--- src/otts_pkg.sv ---
// Package for the one-shot timer: widths, constants, codes and unit interface types.
// No dependencies; used by every other file of the block but the macro header.
`timescale 1ns / 1ps
`default_nettype none

package otts_pkg;

    // serial unit sizes
    localparam int MUL_W     = 32;
    localparam int MUL_CNT_W = $clog2(MUL_W);
    localparam int DIV_W     = 64;
    localparam int DIVR_W    = 32;
    localparam int DIV_CNT_W = $clog2(DIV_W);

    // field widths
    localparam int SEC_IN_W  = 32;
    localparam int NS_W      = 30;
    localparam int CNT_W     = 64;

    localparam logic [31:0] TICK_RATE_RESET = 32'd24_000_000;
    localparam logic [31:0] NS_PER_SEC      = 32'd1_000_000_000;
    localparam logic [31:0] MAX_REL         = 32'hFFFF_FFFF;

    // configuration register indexes
    localparam int CFG_IDX_W = 1;
    localparam logic [CFG_IDX_W-1:0] REG_TICK_RATE    = 1'd0;
    localparam logic [CFG_IDX_W-1:0] REG_TIMER_ENABLE = 1'd1;

    typedef enum logic [1:0] {
        MODE_TICK   = 2'd0,
        MODE_START  = 2'd1,
        MODE_CANCEL = 2'd2,
        MODE_READ   = 2'd3
    } mode_t;

    typedef struct packed {
        logic             start;
        logic [MUL_W-1:0] mcand;
        logic [MUL_W-1:0] mplier;
    } mul_req_t;

    typedef struct packed {
        logic              start;
        logic [DIV_W-1:0]  dividend;
        logic [DIVR_W-1:0] divisor;
    } div_req_t;

    typedef struct packed {
        logic              done;
        logic [DIV_W-1:0]  quotient;
        logic [DIVR_W-1:0] remainder;
    } div_res_t;

endpackage

`default_nettype wire

--- src/oneshot_timer_timespec.sv ---
// Top level of the one-shot timer: sequencer, timer state and output register.
// Depends on otts_pkg, otts_mul and otts_div.
//
// Usage: one item per transfer on the s_ channel; s_tuser carries the mode
// (tick, start, cancel, read), s_tdata the delay for start. Every item gives
// exactly one result on the m_ channel: the expiry flag for a tick, the
// counter as seconds and nanoseconds for a read, zeros otherwise.
// Items are handled one at a time. A tick or cancel goes straight to the
// hand-over state; a start runs two serial multiplies and a serial divide,
// and a read runs two serial divides and one serial multiply, on the shared
// bit-serial multiplier and divider.
// The result sits in an output register, so a new item is taken while a
// finished result waits; if the receiver stalls, the next finished result
// holds inside until the output register frees, and s_tready stays low.
// Reset (aresetn, synchronous, active low) clears the counter and compare
// value, masks the interrupt, disarms, and loads tick_rate 24000000 and
// timer_enable 1. Configuration is written through cfg_we/cfg_index/cfg_wdata
// by the user, only while the block is idle; the block itself does not enforce this.
`timescale 1ns / 1ps
`default_nettype none

module oneshot_timer_timespec (
    input  wire logic                           aclk,
    input  wire logic                           aresetn,
    // input channel
    input  wire logic                           s_tvalid,
    output logic                                s_tready,
    input  wire logic [63:0]                    s_tdata,  // seconds_in[31:0], nanoseconds_in[61:32]
    input  wire logic [1:0]                     s_tuser,  // mode[1:0]
    // result channel
    output logic                                m_tvalid,
    input  wire logic                           m_tready,
    output logic [95:0]                         m_tdata,  // expired[0], seconds_out[64:1],
                                                          // nanoseconds_out[94:65]
    // configuration write port
    input  wire logic                           cfg_we,
    input  wire logic [otts_pkg::CFG_IDX_W-1:0] cfg_index,
    input  wire logic [31:0]                    cfg_wdata
);

    typedef enum logic [8:0] {
        ST_IDLE    = 9'b000000001,
        ST_MUL_SEC = 9'b000000010,
        ST_MUL_NS  = 9'b000000100,
        ST_DIV_NS  = 9'b000001000,
        ST_SUM     = 9'b000010000,
        ST_DIV_CNT = 9'b000100000,
        ST_MUL_REM = 9'b001000000,
        ST_DIV_REM = 9'b010000000,
        ST_FIN     = 9'b100000000
    } state_t;

    state_t state_reg, state_next;

    // configuration
    logic [31:0] tick_rate_reg;
    logic        timer_enable_reg;
    logic [31:0] rate_eff;

    // timer state
    logic [otts_pkg::CNT_W-1:0] counter_reg, counter_next;
    logic [otts_pkg::CNT_W-1:0] compare_reg, compare_next;
    logic                       masked_reg, masked_next;
    logic                       armed_reg, armed_next;

    // working registers
    logic [otts_pkg::NS_W-1:0]  nsec_reg, nsec_next;
    logic [otts_pkg::CNT_W-1:0] ticks_reg, ticks_next;
    logic [31:0]                rel_reg, rel_next;

    // pending result
    logic                       res_exp_reg, res_exp_next;
    logic [otts_pkg::CNT_W-1:0] res_sec_reg, res_sec_next;
    logic [otts_pkg::NS_W-1:0]  res_ns_reg, res_ns_next;

    // output register
    logic                       m_valid_reg, m_valid_next;
    logic                       m_exp_reg, m_exp_next;
    logic [otts_pkg::CNT_W-1:0] m_sec_reg, m_sec_next;
    logic [otts_pkg::NS_W-1:0]  m_ns_reg, m_ns_next;

    // serial units
    otts_pkg::mul_req_t         mul_req;
    logic                       mul_done;
    logic [otts_pkg::CNT_W-1:0] mul_prod;
    otts_pkg::div_req_t         div_req;
    otts_pkg::div_res_t         div_res;

    // input fields
    otts_pkg::mode_t                in_mode;
    logic [otts_pkg::SEC_IN_W-1:0]  in_sec;
    logic [otts_pkg::NS_W-1:0]      in_nsec;

    logic [otts_pkg::CNT_W-1:0] counter_inc;
    logic                       fire;
    logic [otts_pkg::CNT_W:0]   rel_wide;

    assign in_mode = otts_pkg::mode_t'(s_tuser);
    assign in_sec  = s_tdata[31:0];
    assign in_nsec = s_tdata[61:32];

    // a zero rate counts as one tick per second
    assign rate_eff = (tick_rate_reg == '0) ? 32'd1 : tick_rate_reg;

    // tick: advance first, then compare against the new count
    assign counter_inc = counter_reg + 1'b1;
    assign fire        = timer_enable_reg && !masked_reg && (counter_inc >= compare_reg);

    // whole-second ticks plus the nanosecond share
    assign rel_wide = {1'b0, ticks_reg} + {1'b0, div_res.quotient};

    assign s_tready = (state_reg == ST_IDLE);

    otts_mul u_mul (
        .aclk    (aclk),
        .aresetn (aresetn),
        .req     (mul_req),
        .done    (mul_done),
        .product (mul_prod)
    );

    otts_div u_div (
        .aclk    (aclk),
        .aresetn (aresetn),
        .req     (div_req),
        .res     (div_res)
    );

    // sequencer
    always_comb begin
        state_next   = state_reg;
        counter_next = counter_reg;
        compare_next = compare_reg;
        masked_next  = masked_reg;
        armed_next   = armed_reg;
        nsec_next    = nsec_reg;
        ticks_next   = ticks_reg;
        rel_next     = rel_reg;
        res_exp_next = res_exp_reg;
        res_sec_next = res_sec_reg;
        res_ns_next  = res_ns_reg;
        m_valid_next = m_valid_reg && !m_tready;
        m_exp_next   = m_exp_reg;
        m_sec_next   = m_sec_reg;
        m_ns_next    = m_ns_reg;
        mul_req      = '0;
        div_req      = '0;

        case (state_reg)
            ST_IDLE: begin
                if (s_tvalid) begin
                    res_exp_next = 1'b0;
                    res_sec_next = '0;
                    res_ns_next  = '0;
                    nsec_next    = in_nsec;
                    case (in_mode)
                        otts_pkg::MODE_TICK: begin
                            counter_next = counter_inc;
                            if (fire) begin
                                masked_next  = 1'b1;
                                res_exp_next = armed_reg;
                            end
                            state_next = ST_FIN;
                        end
                        otts_pkg::MODE_START: begin
                            mul_req.start  = 1'b1;
                            mul_req.mcand  = rate_eff;
                            mul_req.mplier = in_sec;
                            state_next     = ST_MUL_SEC;
                        end
                        otts_pkg::MODE_CANCEL: begin
                            masked_next = 1'b1;
                            armed_next  = 1'b0;
                            state_next  = ST_FIN;
                        end
                        otts_pkg::MODE_READ: begin
                            div_req.start    = 1'b1;
                            div_req.dividend = counter_reg;
                            div_req.divisor  = rate_eff;
                            state_next       = ST_DIV_CNT;
                        end
                        default: state_next = ST_FIN;
                    endcase
                end
            end
            // start: seconds * rate
            ST_MUL_SEC: begin
                if (mul_done) begin
                    ticks_next     = mul_prod;
                    mul_req.start  = 1'b1;
                    mul_req.mcand  = rate_eff;
                    mul_req.mplier = {{(otts_pkg::MUL_W-otts_pkg::NS_W){1'b0}}, nsec_reg};
                    state_next     = ST_MUL_NS;
                end
            end
            // start: nanoseconds * rate, then divide by 1e9
            ST_MUL_NS: begin
                if (mul_done) begin
                    div_req.start    = 1'b1;
                    div_req.dividend = mul_prod;
                    div_req.divisor  = otts_pkg::NS_PER_SEC;
                    state_next       = ST_DIV_NS;
                end
            end
            // start: saturate the relative delay
            ST_DIV_NS: begin
                if (div_res.done) begin
                    rel_next   = (rel_wide[otts_pkg::CNT_W:32] != '0) ?
                                 otts_pkg::MAX_REL : rel_wide[31:0];
                    state_next = ST_SUM;
                end
            end
            ST_SUM: begin
                compare_next = counter_reg + {32'b0, rel_reg};
                masked_next  = 1'b0;
                armed_next   = 1'b1;
                state_next   = ST_FIN;
            end
            // read: whole seconds, then scale the remainder
            ST_DIV_CNT: begin
                if (div_res.done) begin
                    res_sec_next   = div_res.quotient;
                    mul_req.start  = 1'b1;
                    mul_req.mcand  = div_res.remainder;
                    mul_req.mplier = otts_pkg::NS_PER_SEC;
                    state_next     = ST_MUL_REM;
                end
            end
            ST_MUL_REM: begin
                if (mul_done) begin
                    div_req.start    = 1'b1;
                    div_req.dividend = mul_prod;
                    div_req.divisor  = rate_eff;
                    state_next       = ST_DIV_REM;
                end
            end
            // quotient stays below 1e9, so the low bits hold it all
            ST_DIV_REM: begin
                if (div_res.done) begin
                    res_ns_next = div_res.quotient[otts_pkg::NS_W-1:0];
                    state_next  = ST_FIN;
                end
            end
            // hand over to the output register once it is free
            ST_FIN: begin
                if (!m_valid_reg || m_tready) begin
                    m_valid_next = 1'b1;
                    m_exp_next   = res_exp_reg;
                    m_sec_next   = res_sec_reg;
                    m_ns_next    = res_ns_reg;
                    state_next   = ST_IDLE;
                end
            end
            default: state_next = ST_IDLE;
        endcase
    end

    // control and timer state
    always_ff @(posedge aclk) begin
        if (!aresetn) begin
            state_reg        <= ST_IDLE;
            tick_rate_reg    <= otts_pkg::TICK_RATE_RESET;
            timer_enable_reg <= 1'b1;
            counter_reg      <= '0;
            compare_reg      <= '0;
            masked_reg       <= 1'b1;
            armed_reg        <= 1'b0;
            m_valid_reg      <= 1'b0;
        end else begin
            state_reg   <= state_next;
            counter_reg <= counter_next;
            compare_reg <= compare_next;
            masked_reg  <= masked_next;
            armed_reg   <= armed_next;
            m_valid_reg <= m_valid_next;
            if (cfg_we) begin
                case (cfg_index)
                    otts_pkg::REG_TICK_RATE:    tick_rate_reg    <= cfg_wdata;
                    otts_pkg::REG_TIMER_ENABLE: timer_enable_reg <= cfg_wdata[0];
                    default: ;
                endcase
            end
        end
    end

    // payload
    always_ff @(posedge aclk) begin
        nsec_reg    <= nsec_next;
        ticks_reg   <= ticks_next;
        rel_reg     <= rel_next;
        res_exp_reg <= res_exp_next;
        res_sec_reg <= res_sec_next;
        res_ns_reg  <= res_ns_next;
        m_exp_reg   <= m_exp_next;
        m_sec_reg   <= m_sec_next;
        m_ns_reg    <= m_ns_next;
    end

    assign m_tvalid = m_valid_reg;
    assign m_tdata  = {1'b0, m_ns_reg, m_sec_reg, m_exp_reg};

endmodule

`default_nettype wire

--- src/otts_mul.sv ---
// Bit-serial shift-add multiplier, 32 x 32 -> 64, one multiplier bit per cycle.
// Depends on otts_pkg.
`timescale 1ns / 1ps
`default_nettype none

module otts_mul (
    input  wire logic                            aclk,
    input  wire logic                            aresetn,
    input  wire otts_pkg::mul_req_t              req,
    output logic                                 done,
    output logic [2*otts_pkg::MUL_W-1:0]         product
);

    logic [otts_pkg::MUL_W-1:0]     mcand_reg, mcand_next;
    logic [otts_pkg::MUL_W-1:0]     hi_reg, hi_next;
    logic [otts_pkg::MUL_W-1:0]     lo_reg, lo_next;
    logic [otts_pkg::MUL_CNT_W-1:0] cnt_reg, cnt_next;
    logic                           busy_reg, busy_next;
    logic                           done_reg, done_next;
    logic [otts_pkg::MUL_W:0]       partial;

    // add the multiplicand when the current multiplier bit is set
    assign partial = {1'b0, hi_reg} +
                     (lo_reg[0] ? {1'b0, mcand_reg} : {(otts_pkg::MUL_W+1){1'b0}});

    always_comb begin
        mcand_next = mcand_reg;
        hi_next    = hi_reg;
        lo_next    = lo_reg;
        cnt_next   = cnt_reg;
        busy_next  = busy_reg;
        done_next  = 1'b0;
        if (req.start) begin
            mcand_next = req.mcand;
            hi_next    = '0;
            lo_next    = req.mplier;
            cnt_next   = otts_pkg::MUL_CNT_W'(otts_pkg::MUL_W - 1);
            busy_next  = 1'b1;
        end else if (busy_reg) begin
            // shift the sum down one place, low bit enters the multiplier word
            hi_next  = partial[otts_pkg::MUL_W:1];
            lo_next  = {partial[0], lo_reg[otts_pkg::MUL_W-1:1]};
            cnt_next = cnt_reg - 1'b1;
            if (cnt_reg == '0) begin
                busy_next = 1'b0;
                done_next = 1'b1;
            end
        end
    end

    always_ff @(posedge aclk) begin
        if (!aresetn) begin
            busy_reg <= 1'b0;
            done_reg <= 1'b0;
        end else begin
            busy_reg <= busy_next;
            done_reg <= done_next;
        end
        mcand_reg <= mcand_next;
        hi_reg    <= hi_next;
        lo_reg    <= lo_next;
        cnt_reg   <= cnt_next;
    end

    assign done    = done_reg;
    assign product = {hi_reg, lo_reg};

endmodule

`default_nettype wire

--- src/otts_div.sv ---
// Restoring divider, 64 / 32 -> 64 quotient and 32 remainder, one quotient bit per cycle.
// Depends on otts_pkg.
`timescale 1ns / 1ps
`default_nettype none

module otts_div (
    input  wire logic               aclk,
    input  wire logic               aresetn,
    input  wire otts_pkg::div_req_t req,
    output otts_pkg::div_res_t      res
);

    logic [otts_pkg::DIVR_W-1:0]    dvs_reg, dvs_next;
    logic [otts_pkg::DIVR_W-1:0]    rem_reg, rem_next;
    logic [otts_pkg::DIV_W-1:0]     quo_reg, quo_next;
    logic [otts_pkg::DIV_CNT_W-1:0] cnt_reg, cnt_next;
    logic                           busy_reg, busy_next;
    logic                           done_reg, done_next;
    logic [otts_pkg::DIVR_W:0]      trial;
    logic [otts_pkg::DIVR_W+1:0]    diff;
    logic                           qbit;

    // bring down the next dividend bit and try the subtraction
    assign trial = {rem_reg, quo_reg[otts_pkg::DIV_W-1]};
    assign diff  = {1'b0, trial} - {2'b00, dvs_reg};
    assign qbit  = ~diff[otts_pkg::DIVR_W+1];

    always_comb begin
        dvs_next  = dvs_reg;
        rem_next  = rem_reg;
        quo_next  = quo_reg;
        cnt_next  = cnt_reg;
        busy_next = busy_reg;
        done_next = 1'b0;
        if (req.start) begin
            dvs_next  = req.divisor;
            rem_next  = '0;
            quo_next  = req.dividend;
            cnt_next  = otts_pkg::DIV_CNT_W'(otts_pkg::DIV_W - 1);
            busy_next = 1'b1;
        end else if (busy_reg) begin
            // remainder stays below the divisor, so it fits the narrow word
            rem_next = qbit ? diff[otts_pkg::DIVR_W-1:0] : trial[otts_pkg::DIVR_W-1:0];
            quo_next = {quo_reg[otts_pkg::DIV_W-2:0], qbit};
            cnt_next = cnt_reg - 1'b1;
            if (cnt_reg == '0) begin
                busy_next = 1'b0;
                done_next = 1'b1;
            end
        end
    end

    always_ff @(posedge aclk) begin
        if (!aresetn) begin
            busy_reg <= 1'b0;
            done_reg <= 1'b0;
        end else begin
            busy_reg <= busy_next;
            done_reg <= done_next;
        end
        dvs_reg <= dvs_next;
        rem_reg <= rem_next;
        quo_reg <= quo_next;
        cnt_reg <= cnt_next;
    end

    assign res.done      = done_reg;
    assign res.quotient  = quo_reg;
    assign res.remainder = rem_reg;

endmodule

`default_nettype wire

--- config.mk ---
export PLATFORM = sky130hd
export DESIGN_NAME = oneshot_timer_timespec
export DESIGN_NICKNAME = d
export VERILOG_FILES = /design/src/otts_pkg.sv /design/src/oneshot_timer_timespec.sv /design/src/otts_mul.sv /design/src/otts_div.sv
export SDC_FILE = /design/constraint.sdc
export NUM_CORES = 2
export LEC_CHECK = 0
export BUFFER_PORTS_ARGS = -buffer_cell sky130_fd_sc_hd__clkbuf_2
export CORE_MARGIN = 2
export CORE_UTILIZATION = 62
export CTS_CLUSTER_SIZE = 14
export DETAILED_ROUTE_END_ITERATION = 8
export GPL_TIMING_DRIVEN = 0
export PLACE_DENSITY = 0.82
export SYNTH_ARGS = -nofsm -noshare
export SYNTH_HDL_FRONTEND = slang
export SYNTH_SLANG_ARGS = --single-unit
--- constraint.sdc ---
create_clock -name aclk -period 7.6 [get_ports aclk]
set_input_delay 2.28 -clock aclk [delete_from_list [all_inputs] [get_ports aclk]]
set_output_delay 2.28 -clock aclk [all_outputs]
set_load 0.03 [all_outputs]
==> reports/metrics.yaml <==
timing:
  finalCritPeriodShare_pct: 84.5
  finalHoldViolCount: 0
  max_freq_mhz: 156
  layout_min_cycle_time_ns: 6.42
  slew_headroom_pct: 0.265
  tightest_slew_ns: 1.49
  layout_setup_ws_ns: 1.18
  setup_violations: 0
  rsz0062_at_grt: "false"
  finClkSkew_ns: 0.0351
  tns_ns: 0
  report.final.slew_viol_count: 0
synthesis:
  yosysTopAreaCell: "edfxtp_1"
  yosysWarnings: 0
  ys_seq_elements: 728
  synth_cell_types: 110
  synth_top_area_share_pct: 36.1
  syn_area_per_cell_um2: 9.91
  ys_top_cells_by_area: "edfxtp_1 36%, dfxtp_1 13%, ha_1 7.2%"
  syn-cell-area_um2: 39600
  async_flop_share_pct: 0
  synth_edf_count: 476
  synthFlopType: "edfxtp_1"
  syn-instance-count: 4002
  syn-num-nets: 4338
  ys_seq_area_share_pct: 48.8
clocking:
  htree_levels: 3
  cts_root_buf: "clkbuf_16"
  cts-resized-gates: 0
  clkTransAtPathRegs_ns: 0.06
  clock_path_buffers: 3
  cts_setup_buffers: 0
  cts_buffers: 76
  clk_latency_ns: 0.66
  cts_tree: "done"
  cts_hold_buf: 0
  cts.sinks: 728
global_routing:
  grt_pass1_vias: 30700
  grt_overflow: 0
  grt_pass1_wl_um: 178000
  track_usage_pct: 34.9
  grt_antenna_before_repair: 1
  grt_max_degree: 65
routing:
  final_antenna_net_count: 0
  first_pass_iters: 6
  wl_per_cell_um: 22.4
  wl_um: 116000
  route.detailed.drc: 0
  via_count: 32400
  drt-initial-drc-count: 3841
  viasPerCell: 6.24
power_and_ir_drop:
  ir_worst_vdd_mv: 0.189
  power.leakage_nw: 17.4
  power_density_nw_per_um2: 251
placement:
  dp.cells: 5055
  gp_congestion: 0.959
  place_hpwl_um: 87500
  placed_area_um2: 41900
  place_ws_ns: 0.546
  portBuffers: 198
cells_and_area:
  syn2layout_area_growth_pct: 12.2
  postLayoutCellArea_um2: 44500
  drive_above_1_share_pct: 10.3
  final_cells: 5194
  num-nets-final: 4623
status:
  violations: "capacitance limit"
  status: "finished with violations"
setup_path:
  max_stage_delay_ns: 0.95
  path_cells: "ha_1 -> inv_1 -> fa_1 -> nor2b_4 -> o31a_4 -> o22ai_4 -> o311ai_4 -> a31oi_4 -> o21ai_2 -> mux2_4 -> or4_1 -> nor4_1 -> nand4_1 -> nor4_4 -> buf_6 -> nand3_2"
  arrival_ns: 6.77
  path_delay_family: "simple AND/OR/NAND/NOR gates"
  critPathKind: "reg -> reg"
  cp_max_fo: 10
  cp-end-kind: "flop"
  start_kind: "flop"
  crit_path_top_delay_cell: "nor4_4"
  critPathBufInv: 2
  worstSetupPathDepth: 16
  cp.required_ns: 7.95
  reg2reg_depth: 16
floorplan:
  die-height_um: 257
  io_pins: 202
  initial_utilization_pct: 62.7
  die-area_um2: 66000
  num_rows: 92
  fp.dieW_um: 257
  core_um2: 63200
job:
  cap_violations: 1
min_path:
  holdPathStages: 0
  hold_class: "reg -> reg"
## final cells by class
cell class | count | area (um2)
clock inverters | 38 | 439
plain buffers | 218 | 915
repair buffers | 207 | 1180
multi-input cells | 2900 | 18900
fillers | 4696 | 18700
clock buffers | 100 | 2090
well taps | 846 | 1060
flip-flops and latches | 728 | 19300
inverters | 156 | 587
diodes | 1 | 2.50
## power breakdown
part	switching [W]	internal, W
Sequential	0.000348	0.00466
Combinational	0.00143	0.000924
Clock	0.00165	0.00215
Total	0.00343	0.00773
## synth_stat cells, drive strengths merged (61+ instances only)
cell and count:
nand4 61, edfxtp 476, a21o 80, nand3 131, dfxtp 252, o21ai 167
and2 157, nor3 65, ha 228, a22oi 84, xnor2 153, a21oi 308
nor2 262, clkbuf 176, xor2 115, nand2 539, mux2i 61, inv 155
## cells by family after synthesis
kind of cell             count (synthesis)  share of synthesized area (%)
flip-flops                             728                           48.8
buffers and inverters                  374                           3.77
adder cells (fa/ha/maj)                232                           7.40
AND/OR/NAND/NOR                       1429                           17.6
multiplexers                            64                           1.63
AO/OA/AOI/OAI                          906                           14.9
XOR/XNOR                               268                           5.92
other                                    1                        0.00946
## path summary, 6_finish.rpt
path / from / end / slack (ns)
worst max register to register: u_div.quo_reg[0] / rel_reg[2] / 1.18
worst min-delay path: res_sec_reg[51] / m_sec_reg[51] / 0.41
worst max-delay path: u_div.quo_reg[0] / rel_reg[2] / 1.18
worst min register to register: res_sec_reg[51] / m_sec_reg[51] / 0.41
## metal layers
metal	share of wire, %	global-route usage (%)
met5	0	0
met4	3.6	13.1
met1	42	49.2
met3	10	6.32
met2	45	54.2
## stage by stage
step | util, % | power (W) | hold WS (ns)
CTS | 70.4 | 0.0111 | 0.412
global placement | 66.0 | 0.00728 | 0.400
floorplan | - | 0.00667 | 0.400
detailed placement | 66.3 | 0.00736 | 0.405
global route | 70.4 | 0.0116 | 0.418
finish | 70.4 | 0.0112 | 0.411
## placed cells by master, fill, tap and decap left out, types with 33 or more instances in the layout
| cell | netlist | layout |
|---|---|---|
| nand3_1 | 104 | 104 |
| dfxtp_1 | 252 | 252 |
| xor2_1 | 115 | 115 |
| a22oi_1 | 84 | 84 |
| nor3_1 | 64 | 63 |
| clkbuf_2 | 1 | 201 |
| and2_1 | 156 | 155 |
| a21o_1 | 80 | 80 |
| ha_1 | 228 | 228 |
| clkbuf_1 | 174 | 187 |
| clkbuf_16 | 0 | 78 |
| xnor2_1 | 153 | 153 |
| edfxtp_1 | 476 | 476 |
| nand2b_1 | 34 | 34 |
| a21oi_1 | 306 | 306 |
| a22o_1 | 33 | 33 |
| nand2_1 | 539 | 538 |
| o21ai_0 | 158 | 158 |
| nor2_1 | 262 | 261 |
| inv_1 | 155 | 154 |
| mux2i_1 | 61 | 61 |
| nand4_1 | 61 | 61 |
No activity file was read; power rests on OpenSTA's default activity.
